<file path="src/pc_pkg.sv">
// Shared types and constants for the path canonicalizer.
package pc_pkg;

   // Item kinds on the request channel
   typedef enum logic [1:0] {
      MODE_START = 2'd0,
      MODE_BASE  = 2'd1,
      MODE_REL   = 2'd2,
      MODE_READ  = 2'd3
   } mode_type;

   // What the open component looks like so far
   typedef enum logic [1:0] {
      DOT_EMPTY = 2'd0,
      DOT_ONE   = 2'd1,
      DOT_TWO   = 2'd2,
      DOT_NAME  = 2'd3
   } dot_type;

   localparam logic [7:0] CHAR_SLASH = 8'h2F;
   localparam logic [7:0] CHAR_DOT   = 8'h2E;
   localparam logic [7:0] CHAR_NUL   = 8'h00;

endpackage

</file>
<file path="src/pc_ram.sv">
// Generic single-write, single-read RAM with registered read data.
module pc_ram #(
   parameter int WIDTH = 8,
   parameter int DEPTH = 256,
   localparam int AW = (DEPTH > 1) ? $clog2(DEPTH) : 1
) (
   input  logic             clock,
   input  logic             wr_en,
   input  logic [AW-1:0]    wr_addr,
   input  logic [WIDTH-1:0] wr_data,
   input  logic [AW-1:0]    rd_addr,
   output logic [WIDTH-1:0] rd_data
);

   logic [WIDTH-1:0] mem_ff [DEPTH];
   logic [WIDTH-1:0] rd_data_ff;

   // Write port and registered read port
   always_ff @(posedge clock) begin
      if (wr_en) begin
         mem_ff[wr_addr] <= wr_data;
      end
      rd_data_ff <= mem_ff[rd_addr];
   end

   assign rd_data = rd_data_ff;

endmodule

</file>
<file path="src/path_canonicalizer.sv">
// Top level of the path canonicalizer: command channel, byte stores, result register.
//
// Usage: a query opens with a start item (req_mode 0), then base path bytes
// (mode 1) and relative path bytes (mode 2), one byte per transfer, with
// req_part_end marking the last byte of each part. Read items (mode 3) then
// return the canonical path one byte per transfer. Without any relative byte
// the raw base path comes back as it was given.
// An item transfers at a rising edge with start high and busy low. busy is
// always low: one item is taken every cycle, back to back.
// Only read items answer. Their result appears on the rsp_ ports for exactly
// one cycle, the cycle right after the transfer, marked by rsp_valid; the
// delay comes from the registered read of the byte stores. The receiver
// cannot stall, so results are never held.
// Store or depth overflow sets a sticky flag that every later read reports
// until the next start item; further path bytes of that query are dropped.
// Reset (synchronous, active high) clears all lengths, positions, query flags
// and rsp_valid; the byte stores and the component stack keep their contents,
// which are never read before being written in the current query.
module path_canonicalizer
   import pc_pkg::*;
#(
   parameter int PATH_BYTES = 256,
   parameter int MAX_DEPTH  = 64
) (
   input  logic       clock,
   input  logic       reset,
   input  logic       start,
   output logic       busy,
   input  logic [1:0] req_mode,
   input  logic [7:0] req_ch,
   input  logic       req_part_end,
   output logic       rsp_valid,
   output logic [7:0] rsp_out_char,
   output logic       rsp_out_last,
   output logic       rsp_out_empty,
   output logic       rsp_out_overflow
);

   localparam int LW       = $clog2(PATH_BYTES + 1);
   localparam int DW       = $clog2(MAX_DEPTH + 1);
   localparam int RAW_AW   = (PATH_BYTES > 1) ? $clog2(PATH_BYTES) : 1;
   localparam int CB_DEPTH = (PATH_BYTES + 1) / 2;
   localparam int CB_AW    = (CB_DEPTH > 1) ? $clog2(CB_DEPTH) : 1;
   localparam int SAW      = (MAX_DEPTH > 1) ? $clog2(MAX_DEPTH) : 1;

   // Query state
   logic [LW-1:0] canon_len_ff,  canon_len_in;
   logic [LW-1:0] raw_len_ff,    raw_len_in;
   logic [LW-1:0] comp_begin_ff, comp_begin_in;
   logic [LW-1:0] read_pos_ff,   read_pos_in;
   logic [LW-1:0] top_ff,        top_in;
   logic [DW-1:0] depth_ff,      depth_in;
   dot_type       dot_ff,        dot_in;
   logic          rel_seen_ff,   rel_seen_in;
   logic          ovf_ff,        ovf_in;

   // Result register
   logic rsp_valid_ff, rsp_valid_in;
   logic rsp_empty_ff, rsp_empty_in;
   logic rsp_last_ff,  rsp_last_in;
   logic rsp_ovf_ff,   rsp_ovf_in;
   logic rsp_slash_ff, rsp_slash_in;
   logic rsp_canon_ff, rsp_canon_in;
   logic rsp_bank_ff,  rsp_bank_in;

   // Decode
   logic     accept;
   mode_type mode;
   logic     is_base, is_rel, is_read, is_start;
   logic     take, drop, ok;
   logic     is_slash, at_begin, canon_over, raw_full, close;
   logic [1:0]    need;
   logic [LW-1:0] len_a;
   dot_type       cls_a;
   logic          push;
   logic [LW-1:0] under;
   logic [LW-1:0] rd_len;
   logic          rd_hit;

   // Store ports
   logic              canon_wr, canon_new;
   logic [LW-1:0]     pos0, pos1;
   logic [7:0]        byte0;
   logic              even_we, odd_we;
   logic [CB_AW-1:0]  even_waddr, odd_waddr, canon_raddr;
   logic [7:0]        even_wdata, odd_wdata, even_rdata, odd_rdata;
   logic [7:0]        raw_rdata;
   logic [SAW-1:0]    stack_raddr;
   logic [DW-1:0]     depth_less2;

   assign busy     = 1'b0;
   assign accept   = start & ~busy;
   assign mode     = mode_type'(req_mode);
   assign is_start = accept && (mode == MODE_START);
   assign is_base  = accept && (mode == MODE_BASE);
   assign is_rel   = accept && (mode == MODE_REL);
   assign is_read  = accept && (mode == MODE_READ);

   // Room check for a path byte
   assign is_slash   = (req_ch == CHAR_SLASH);
   assign at_begin   = (canon_len_ff == comp_begin_ff);
   assign need       = is_slash ? 2'd0 : (at_begin ? 2'd2 : 2'd1);
   assign canon_over = ({1'b0, canon_len_ff} + (LW + 1)'(need)) > (LW + 1)'(PATH_BYTES);
   assign raw_full   = (raw_len_ff >= LW'(PATH_BYTES));
   assign take       = (is_base || is_rel) && !ovf_ff;
   assign drop       = take && ((is_base && raw_full) || canon_over);
   assign ok         = take && !drop;
   assign close      = ok && (is_slash || req_part_end);

   // Next state: append, close, read, start
   always_comb begin
      len_a         = canon_len_ff;
      cls_a         = dot_ff;
      canon_len_in  = canon_len_ff;
      comp_begin_in = comp_begin_ff;
      raw_len_in    = raw_len_ff;
      read_pos_in   = read_pos_ff;
      depth_in      = depth_ff;
      top_in        = top_ff;
      rel_seen_in   = rel_seen_ff | is_rel;
      ovf_in        = ovf_ff | drop;
      push          = 1'b0;

      if (ok && is_base) begin
         raw_len_in = raw_len_ff + LW'(1);
      end

      // Append a name byte to the open component
      if (ok && !is_slash) begin
         len_a = canon_len_ff + LW'(need);
         unique case (dot_ff)
            DOT_EMPTY: cls_a = (req_ch == CHAR_DOT) ? DOT_ONE : DOT_NAME;
            DOT_ONE:   cls_a = (req_ch == CHAR_DOT) ? DOT_TWO : DOT_NAME;
            DOT_TWO,
            DOT_NAME:  cls_a = DOT_NAME;
         endcase
      end
      canon_len_in = len_a;
      dot_in       = cls_a;

      // Close the component: drop, pop, overflow or push
      if (close) begin
         dot_in = DOT_EMPTY;
         priority if (len_a == comp_begin_ff || cls_a == DOT_ONE) begin
            canon_len_in = comp_begin_ff;
         end else if (cls_a == DOT_TWO) begin
            if (depth_ff != '0) begin
               depth_in     = depth_ff - DW'(1);
               canon_len_in = top_ff;
               top_in       = under;
            end else begin
               canon_len_in = comp_begin_ff;
            end
         end else if (depth_ff >= DW'(MAX_DEPTH)) begin
            ovf_in       = 1'b1;
            canon_len_in = comp_begin_ff;
         end else begin
            push     = 1'b1;
            depth_in = depth_ff + DW'(1);
            top_in   = comp_begin_ff;
         end
         comp_begin_in = canon_len_in;
      end

      // Read cursor
      if (is_read && rd_hit) begin
         read_pos_in = read_pos_ff + LW'(1);
      end

      // A start item clears the query
      if (is_start) begin
         canon_len_in  = '0;
         raw_len_in    = '0;
         depth_in      = '0;
         comp_begin_in = '0;
         dot_in        = DOT_EMPTY;
         rel_seen_in   = 1'b0;
         read_pos_in   = '0;
         ovf_in        = 1'b0;
      end
   end

   // Read item: length and flags of the result byte
   always_comb begin
      if (rel_seen_ff) begin
         rd_len = (comp_begin_ff == '0) ? LW'(1) : comp_begin_ff;
      end else begin
         rd_len = raw_len_ff;
      end
      rd_hit       = (read_pos_ff < rd_len);
      rsp_valid_in = is_read;
      rsp_empty_in = !rd_hit;
      rsp_last_in  = rd_hit && ((read_pos_ff + LW'(1)) == rd_len);
      rsp_ovf_in   = ovf_ff;
      rsp_slash_in = rel_seen_ff && (comp_begin_ff == '0);
      rsp_canon_in = rel_seen_ff;
      rsp_bank_in  = read_pos_ff[0];
   end

   // Canonical store writes: a new component writes '/' and the byte to
   // neighboring positions, which land in different banks.
   assign canon_wr  = ok && !is_slash;
   assign canon_new = at_begin;
   assign pos0      = canon_len_ff;
   assign pos1      = canon_len_ff + LW'(1);
   assign byte0     = canon_new ? CHAR_SLASH : req_ch;

   always_comb begin
      if (pos0[0]) begin
         odd_we     = canon_wr;
         odd_waddr  = CB_AW'(pos0 >> 1);
         odd_wdata  = byte0;
         even_we    = canon_wr && canon_new;
         even_waddr = CB_AW'(pos1 >> 1);
         even_wdata = req_ch;
      end else begin
         even_we    = canon_wr;
         even_waddr = CB_AW'(pos0 >> 1);
         even_wdata = byte0;
         odd_we     = canon_wr && canon_new;
         odd_waddr  = CB_AW'(pos1 >> 1);
         odd_wdata  = req_ch;
      end
   end

   assign canon_raddr = CB_AW'(read_pos_ff >> 1);

   pc_ram #(.WIDTH(8), .DEPTH(CB_DEPTH)) u_canon_even (
      .clock   (clock),
      .wr_en   (even_we),
      .wr_addr (even_waddr),
      .wr_data (even_wdata),
      .rd_addr (canon_raddr),
      .rd_data (even_rdata)
   );

   pc_ram #(.WIDTH(8), .DEPTH(CB_DEPTH)) u_canon_odd (
      .clock   (clock),
      .wr_en   (odd_we),
      .wr_addr (odd_waddr),
      .wr_data (odd_wdata),
      .rd_addr (canon_raddr),
      .rd_data (odd_rdata)
   );

   pc_ram #(.WIDTH(8), .DEPTH(PATH_BYTES)) u_raw (
      .clock   (clock),
      .wr_en   (ok && is_base),
      .wr_addr (RAW_AW'(raw_len_ff)),
      .wr_data (req_ch),
      .rd_addr (RAW_AW'(read_pos_ff)),
      .rd_data (raw_rdata)
   );

   // Component stack: top kept in top_ff, the entry below it is read ahead
   // from the next depth so a pop has it ready the following cycle.
   assign depth_less2 = depth_in - DW'(2);
   assign stack_raddr = SAW'(depth_less2);

   pc_ram #(.WIDTH(LW), .DEPTH(MAX_DEPTH)) u_stack (
      .clock   (clock),
      .wr_en   (push),
      .wr_addr (SAW'(depth_ff)),
      .wr_data (comp_begin_ff),
      .rd_addr (stack_raddr),
      .rd_data (under)
   );

   // State and result registers
   always_ff @(posedge clock) begin
      if (reset) begin
         canon_len_ff  <= '0;
         raw_len_ff    <= '0;
         comp_begin_ff <= '0;
         read_pos_ff   <= '0;
         depth_ff      <= '0;
         dot_ff        <= DOT_EMPTY;
         rel_seen_ff   <= 1'b0;
         ovf_ff        <= 1'b0;
         rsp_valid_ff  <= 1'b0;
      end else begin
         canon_len_ff  <= canon_len_in;
         raw_len_ff    <= raw_len_in;
         comp_begin_ff <= comp_begin_in;
         read_pos_ff   <= read_pos_in;
         depth_ff      <= depth_in;
         dot_ff        <= dot_in;
         rel_seen_ff   <= rel_seen_in;
         ovf_ff        <= ovf_in;
         rsp_valid_ff  <= rsp_valid_in;
      end
      top_ff       <= top_in;
      rsp_empty_ff <= rsp_empty_in;
      rsp_last_ff  <= rsp_last_in;
      rsp_ovf_ff   <= rsp_ovf_in;
      rsp_slash_ff <= rsp_slash_in;
      rsp_canon_ff <= rsp_canon_in;
      rsp_bank_ff  <= rsp_bank_in;
   end

   // Result byte selection after the registered store read
   always_comb begin
      priority if (rsp_empty_ff) begin
         rsp_out_char = CHAR_NUL;
      end else if (rsp_slash_ff) begin
         rsp_out_char = CHAR_SLASH;
      end else if (rsp_canon_ff) begin
         rsp_out_char = rsp_bank_ff ? odd_rdata : even_rdata;
      end else begin
         rsp_out_char = raw_rdata;
      end
   end

   assign rsp_valid        = rsp_valid_ff;
   assign rsp_out_last     = rsp_last_ff;
   assign rsp_out_empty    = rsp_empty_ff;
   assign rsp_out_overflow = rsp_ovf_ff;

   // Checks
   a_begin_le_len: assert property (@(posedge clock) disable iff (reset)
      comp_begin_ff <= canon_len_ff)
      else $error("component start beyond canonical length");

   a_len_bound: assert property (@(posedge clock) disable iff (reset)
      (canon_len_ff <= LW'(PATH_BYTES)) && (raw_len_ff <= LW'(PATH_BYTES)))
      else $error("store length beyond capacity");

   a_depth_bound: assert property (@(posedge clock) disable iff (reset)
      depth_ff <= DW'(MAX_DEPTH))
      else $error("stack depth beyond capacity");

   a_read_answers: assert property (@(posedge clock) disable iff (reset)
      is_read |=> rsp_valid)
      else $error("read item without result");

   a_no_extra_result: assert property (@(posedge clock) disable iff (reset)
      !is_read |=> !rsp_valid)
      else $error("result without read item");

   a_ovf_sticky: assert property (@(posedge clock) disable iff (reset)
      $fell(ovf_ff) |-> ($past(is_start) || $past(reset)))
      else $error("overflow flag cleared outside a start item");

endmodule
</file>
<file path="config.mk">
export PLATFORM = sky130hd
export DESIGN_NAME = path_canonicalizer
export DESIGN_NICKNAME = d
export VERILOG_FILES = /design/src/pc_pkg.sv /design/src/pc_ram.sv /design/src/path_canonicalizer.sv
export SDC_FILE = /design/constraint.sdc
export NUM_CORES = 2
export LEC_CHECK = 0
export BUFFER_PORTS_ARGS = -buffer_cell sky130_fd_sc_hd__clkbuf_2
export CELL_PAD_IN_SITES_DETAIL_PLACEMENT = 2
export CELL_PAD_IN_SITES_GLOBAL_PLACEMENT = 2
export CORE_AREA = 5 5 573 575
export CTS_BUF_LIST = sky130_fd_sc_hd__clkbuf_8
export DETAILED_ROUTE_END_ITERATION = 6
export DIE_AREA = 0 0 578 580
export PLACE_DENSITY_LB_ADDON = 0.2
export SLEW_MARGIN = 20
export SYNTH_ARGS = -nofsm -noshare
export SYNTH_HDL_FRONTEND = slang
export SYNTH_MEMORY_MAX_BITS = 65536
export SYNTH_SLANG_ARGS = --single-unit
</file>
<file path="constraint.sdc">
create_clock -name clock -period 22.1 [get_ports clock]
set_input_delay 1.105 -clock clock [delete_from_list [all_inputs] [get_ports clock]]
set_output_delay 1.105 -clock clock [all_outputs]
set_load 0.02 [all_outputs]
</file>
==> flow_metrics.py, run 1 <==
metrics = {
    "synthesis": {
        "yosysTopAreaCellShare_pct": 75.5,
        "synth_edf_count": 4681,
        "synth_cell_type_count": 83,
        "syn-instance-count": 8503,
        "yosysMostFrequentCell": "edfxtp_1",
        "ys.flop_type": "edfxtp_1",
        "synthesis.area_sq_mm": 0.186,
        "yosysWarnings": 0,
        "synth_top_cells_by_count": "4681 x edfxtp_1, 1393 x mux4_2, 687 x nor2_1",
        "yosysSeqAreaShare_pct": 76.5,
        "ys_ff_latch": 4768,
        "synth_top_cell_by_area": "edfxtp_1",
        "async_flop_share_pct": 0,
        "syn_area_per_cell_sq_um": 21.9,
        "synth_nets": 8540,
        "synth.area.top_cells": "edfxtp_1 76%, mux4_2 17%, nor2_1 1.4%, dfxtp_1 0.94%, mux2i_1 0.88%",
    },
    "floorplan": {
        "die_y_um": 580,
        "die_w_um": 578,
        "io_pins": 27,
        "rows": 209,
        "initial_core_util_pct": 57.7,
    },
    "place": {
        "port_buffers": 25,
        "gp_congestion": 0.814,
        "place_hpwl_um": 428000,
    },
    "run_status": {
        "status": "aborted with a tool error",
        "haltStage": "3_5_place_dp",
        "first-error": "[ERROR DPL-0033] detailed placement checks failed during check placement.",
    },
}
-- logic make-up after synthesis --
logic type	Yosys count	synth area share [%]
xor+xnor	59	0.286
flops	4768	76.5
compound gates	326	1.30
fa+ha+maj	23	0.155
buf+inv	513	1.11
other cells	1	0.00201
simple gates	1222	2.75
mux	1591	17.9
-- per-stage QoR --
step,hold WS [ns],cells
after floorplan,0.358,8503
after global placement,0.544,12500
==> run 2, diff against run 1 <==
--- a/config.mk
+++ b/config.mk
@@ -6,13 +6,10 @@
 export NUM_CORES = 2
 export LEC_CHECK = 0
 export BUFFER_PORTS_ARGS = -buffer_cell sky130_fd_sc_hd__clkbuf_2
-export CELL_PAD_IN_SITES_DETAIL_PLACEMENT = 2
-export CELL_PAD_IN_SITES_GLOBAL_PLACEMENT = 2
-export CORE_AREA = 5 5 573 575
-export CTS_BUF_LIST = sky130_fd_sc_hd__clkbuf_8
+export CORE_AREA = 5 5 689 691
 export DETAILED_ROUTE_END_ITERATION = 6
-export DIE_AREA = 0 0 578 580
-export PLACE_DENSITY_LB_ADDON = 0.2
+export DIE_AREA = 0 0 694 696
+export PLACE_DENSITY_LB_ADDON = 0.15
 export SLEW_MARGIN = 20
 export SYNTH_ARGS = -nofsm -noshare
 export SYNTH_HDL_FRONTEND = slang
==> flow_metrics.py, run 2 <==
metrics = {
    "floorplan": {
        "die_area_sq_mm": 0.483,
        "initial_core_util_pct": 39.7,
        "core_area_sq_mm": 0.469,
        "rows": 252,
        "die_y_um": 696,
        "die_w_um": 694,
        "io_pins": 27,
    },
    "synthesis": {
        "ys_ff_latch": 4768,
        "yosysTopAreaCellShare_pct": 75.5,
        "yosysWarnings": 0,
        "synthesis.area_sq_mm": 0.186,
        "ys.flop_type": "edfxtp_1",
        "async_flop_share_pct": 0,
        "synth_cell_type_count": 83,
        "synth.area.top_cells": "edfxtp_1 76%, mux4_2 17%, nor2_1 1.4%, dfxtp_1 0.94%, mux2i_1 0.88%",
        "synth_nets": 8540,
        "yosysSeqAreaShare_pct": 76.5,
        "syn_area_per_cell_sq_um": 21.9,
        "yosysMostFrequentCell": "edfxtp_1",
        "synth_edf_count": 4681,
        "syn-instance-count": 8503,
        "synth_top_cells_by_count": "4681 x edfxtp_1, 1393 x mux4_2, 687 x nor2_1",
        "synth_top_cell_by_area": "edfxtp_1",
    },
    "run_status": {
        "status": "completed",
    },
    "layout": {
        "largestRegisters": "u_raw.mem_ff: 2048 flops, u_canon_even.mem_ff: 1024 flops, u_canon_odd.mem_ff: 1024 flops",
        "largest_register": "u_raw.mem_ff",
        "utilization_pct": 44.9,
        "largest_reg_flops": 2048,
        "area_growth_pct": 13.0,
        "drive_gt1_share_pct": 26.5,
        "final_cell_mix": "4681 x edfxtp_1, 1393 x mux4_2, 675 x nor2_1, 545 x clkbuf_16, 305 x nand2_1",
        "layout_commonest_cell": "edfxtp_1",
        "finalNetCount": 8753,
    },
    "sta": {
        "max_slew_margin_pct": 21.9,
        "tns_ns": 0,
        "hold_viol": 0,
        "post-route-min-period_ns": 9.87,
        "finalWorstSetupSlack_ns": 12.23,
        "fin_crit_sh_pct": 44.7,
        "tightest_slew_ns": 1.17,
        "grt_setup_unrepaired": "no",
        "max_freq_mhz": 101,
        "slew_viol_final": 0,
        "fin_skew_ns": 0.0469,
        "setup_violations": 0,
    },
    "grt": {
        "grt_start_max_net_pins": 195,
        "gr-total-overflow": 0,
        "antenna_found_initial": 30,
        "grt_pass1_vias": 89500,
        "track_usage_pct": 19.7,
        "grt_pass1_wl_um": 688000,
    },
    "setup_path": {
        "setup.worst_path.end_class": "flop",
        "worstSetupPathType": "reg -> reg",
        "r2r-start": "comp_begin_ff[4]",
        "start_kind": "flop",
        "crit_arrival_ns": 10.77,
        "r2r_cells": 26,
        "rr_endpoint": "u_stack.rd_data[2]",
        "r2r_setup_slack_ns": 12.23,
        "cp_max_fo": 70,
        "cpPeakStageDelay_ns": 0.90,
        "cpMaxStageDelayCell": "dfxtp_4",
        "cp.required_ns": 23.00,
    },
    "clock_tree": {
        "cts_resized": 0,
        "hold_buffers": 0,
        "cts_tree": "done",
        "insertion_delay_ns": 1.04,
        "clockBufferDepth": 4,
        "cts_sinks": 4768,
        "numCtsBuffers": 525,
        "ctsHtreeMaxLevel": 6,
        "cts.clk_slew.worst_paths_ns": 0.06,
        "cts_setup_buffers": 0,
        "clock_tree.root_cell": "clkbuf_16",
    },
    "routing": {
        "antenna_left": 0,
        "firstDrtPassIters": 6,
        "drt_iter0_drc": 9403,
        "drt-wirelength-per-cell_um": 31.3,
        "vias_per_cell": 5.73,
        "drt-total-wl_um": 481000,
        "vias": 87900,
        "drc_errors": 0,
    },
    "place": {
        "pre_cts_ws_ns": 11.87,
        "gp_congestion": 0.823,
        "port_buffers": 25,
        "place_hpwl_um": 283000,
    },
    "power": {
        "finalPower_mw": 18.9,
        "power.internal_mw": 15.0,
        "pwr-share-clk_pct": 44.6,
        "powerDensity_mw_per_mm2": 89.8,
        "leakagePower_nw": 63.4,
        "p_comb_share_pct": 2.4,
        "ir_drop_uv": 90.5,
        "p_sw_share_pct": 20.7,
        "power.switching_mw": 3.90,
        "p_seq_share_pct": 53.0,
    },
    "hold_path": {
        "holdPathStages": 1,
        "hold_start": "req_ch[4]",
        "whs_endpoint": "u_raw.mem_ff[199][4]",
        "hp-class": "in -> reg",
    },
    "flow_run": {
        "maxCapViolCount": 0,
    },
}
## run 2: cell counts after synthesis
No cell type changed its count.
## run 2: how the worst max path moves through the flow
stage,cells past startpoint,slack (ns),startpoint,endpoint
2_1_floorplan,6,13.76,comp_begin_ff[4],u_canon_even.mem_ff[0][0]
3_3_place_gp,24,12.10,req_ch[3],u_stack.rd_data[5]
3_5_place_dp,24,11.87,req_ch[3],u_stack.rd_data[2]
4_1_cts,26,12.20,comp_begin_ff[4],u_stack.rd_data[2]
5_1_grt,27,11.60,comp_begin_ff[4],u_stack.rd_data[5]
6_report,26,12.23,comp_begin_ff[4],u_stack.rd_data[2]
## run 2: stage by stage
step,hold slack [ns],cell area [sq um],instances
floorplan,0.358,186000,8503
global placement,0.552,194000,14400
detailed placement,0.555,194000,14400
CTS,0.405,210000,15300
global route,0.434,210000,15400
finish,0.483,210000,15400
## run 2: area by class of cell
class | count | area [sq um]
inverters | 22 | 82.6
well taps | 6223 | 7790
multi-input cells | 3222 | 42100
clock buffers | 695 | 14300
clock inverters | 244 | 2060
repair buffers | 177 | 1520
fillers | 39200 | 258000
flip-flops and latches | 4768 | 142000
diodes | 3 | 7.51
## run 2: routing by layer
metal  routed length [um]  track usage (%)  share of wire [%]
met1               211000             29.1                 44
met2               226000             30.7                 47
met3                32800             3.39                6.8
met4                11100             4.32                2.3
met5                   12                0             0.0025
## run 2: kinds of logic after synthesis
group | after synthesis | synth area share [%]
adders and majority gates | 23 | 0.155
and+or+nand+nor | 1222 | 2.75
muxes | 1591 | 17.9
xor gates and xnor gates | 59 | 0.286
buffers and inverters | 513 | 1.11
AOI/OAI and AO/OA | 326 | 1.30
other | 1 | 0.00201
DFF | 4768 | 76.5
## run 2: worst max-delay path, delay by kind of cell (launching register included)
kind	cells	cell delay [ns]
mux	2	0.43
compound gates	6	2.46
xor+xnor	2	0.44
simple gates	9	2.45
flops	1	0.90
fa+ha+maj	2	0.92
buf+inv	5	2.06
## run 2: power groups by stage
stage	logic (mW)	registers [mW]	clock network, mW
global route	0.482	10.0	9.00
finish	0.452	10.0	8.42
global placement	0.439	10.2	0
detailed placement	0.457	10.2	0
floorplan	0.207	10.2	0
CTS	0.457	10.0	8.60
Power figures use the tool's default switching activity.
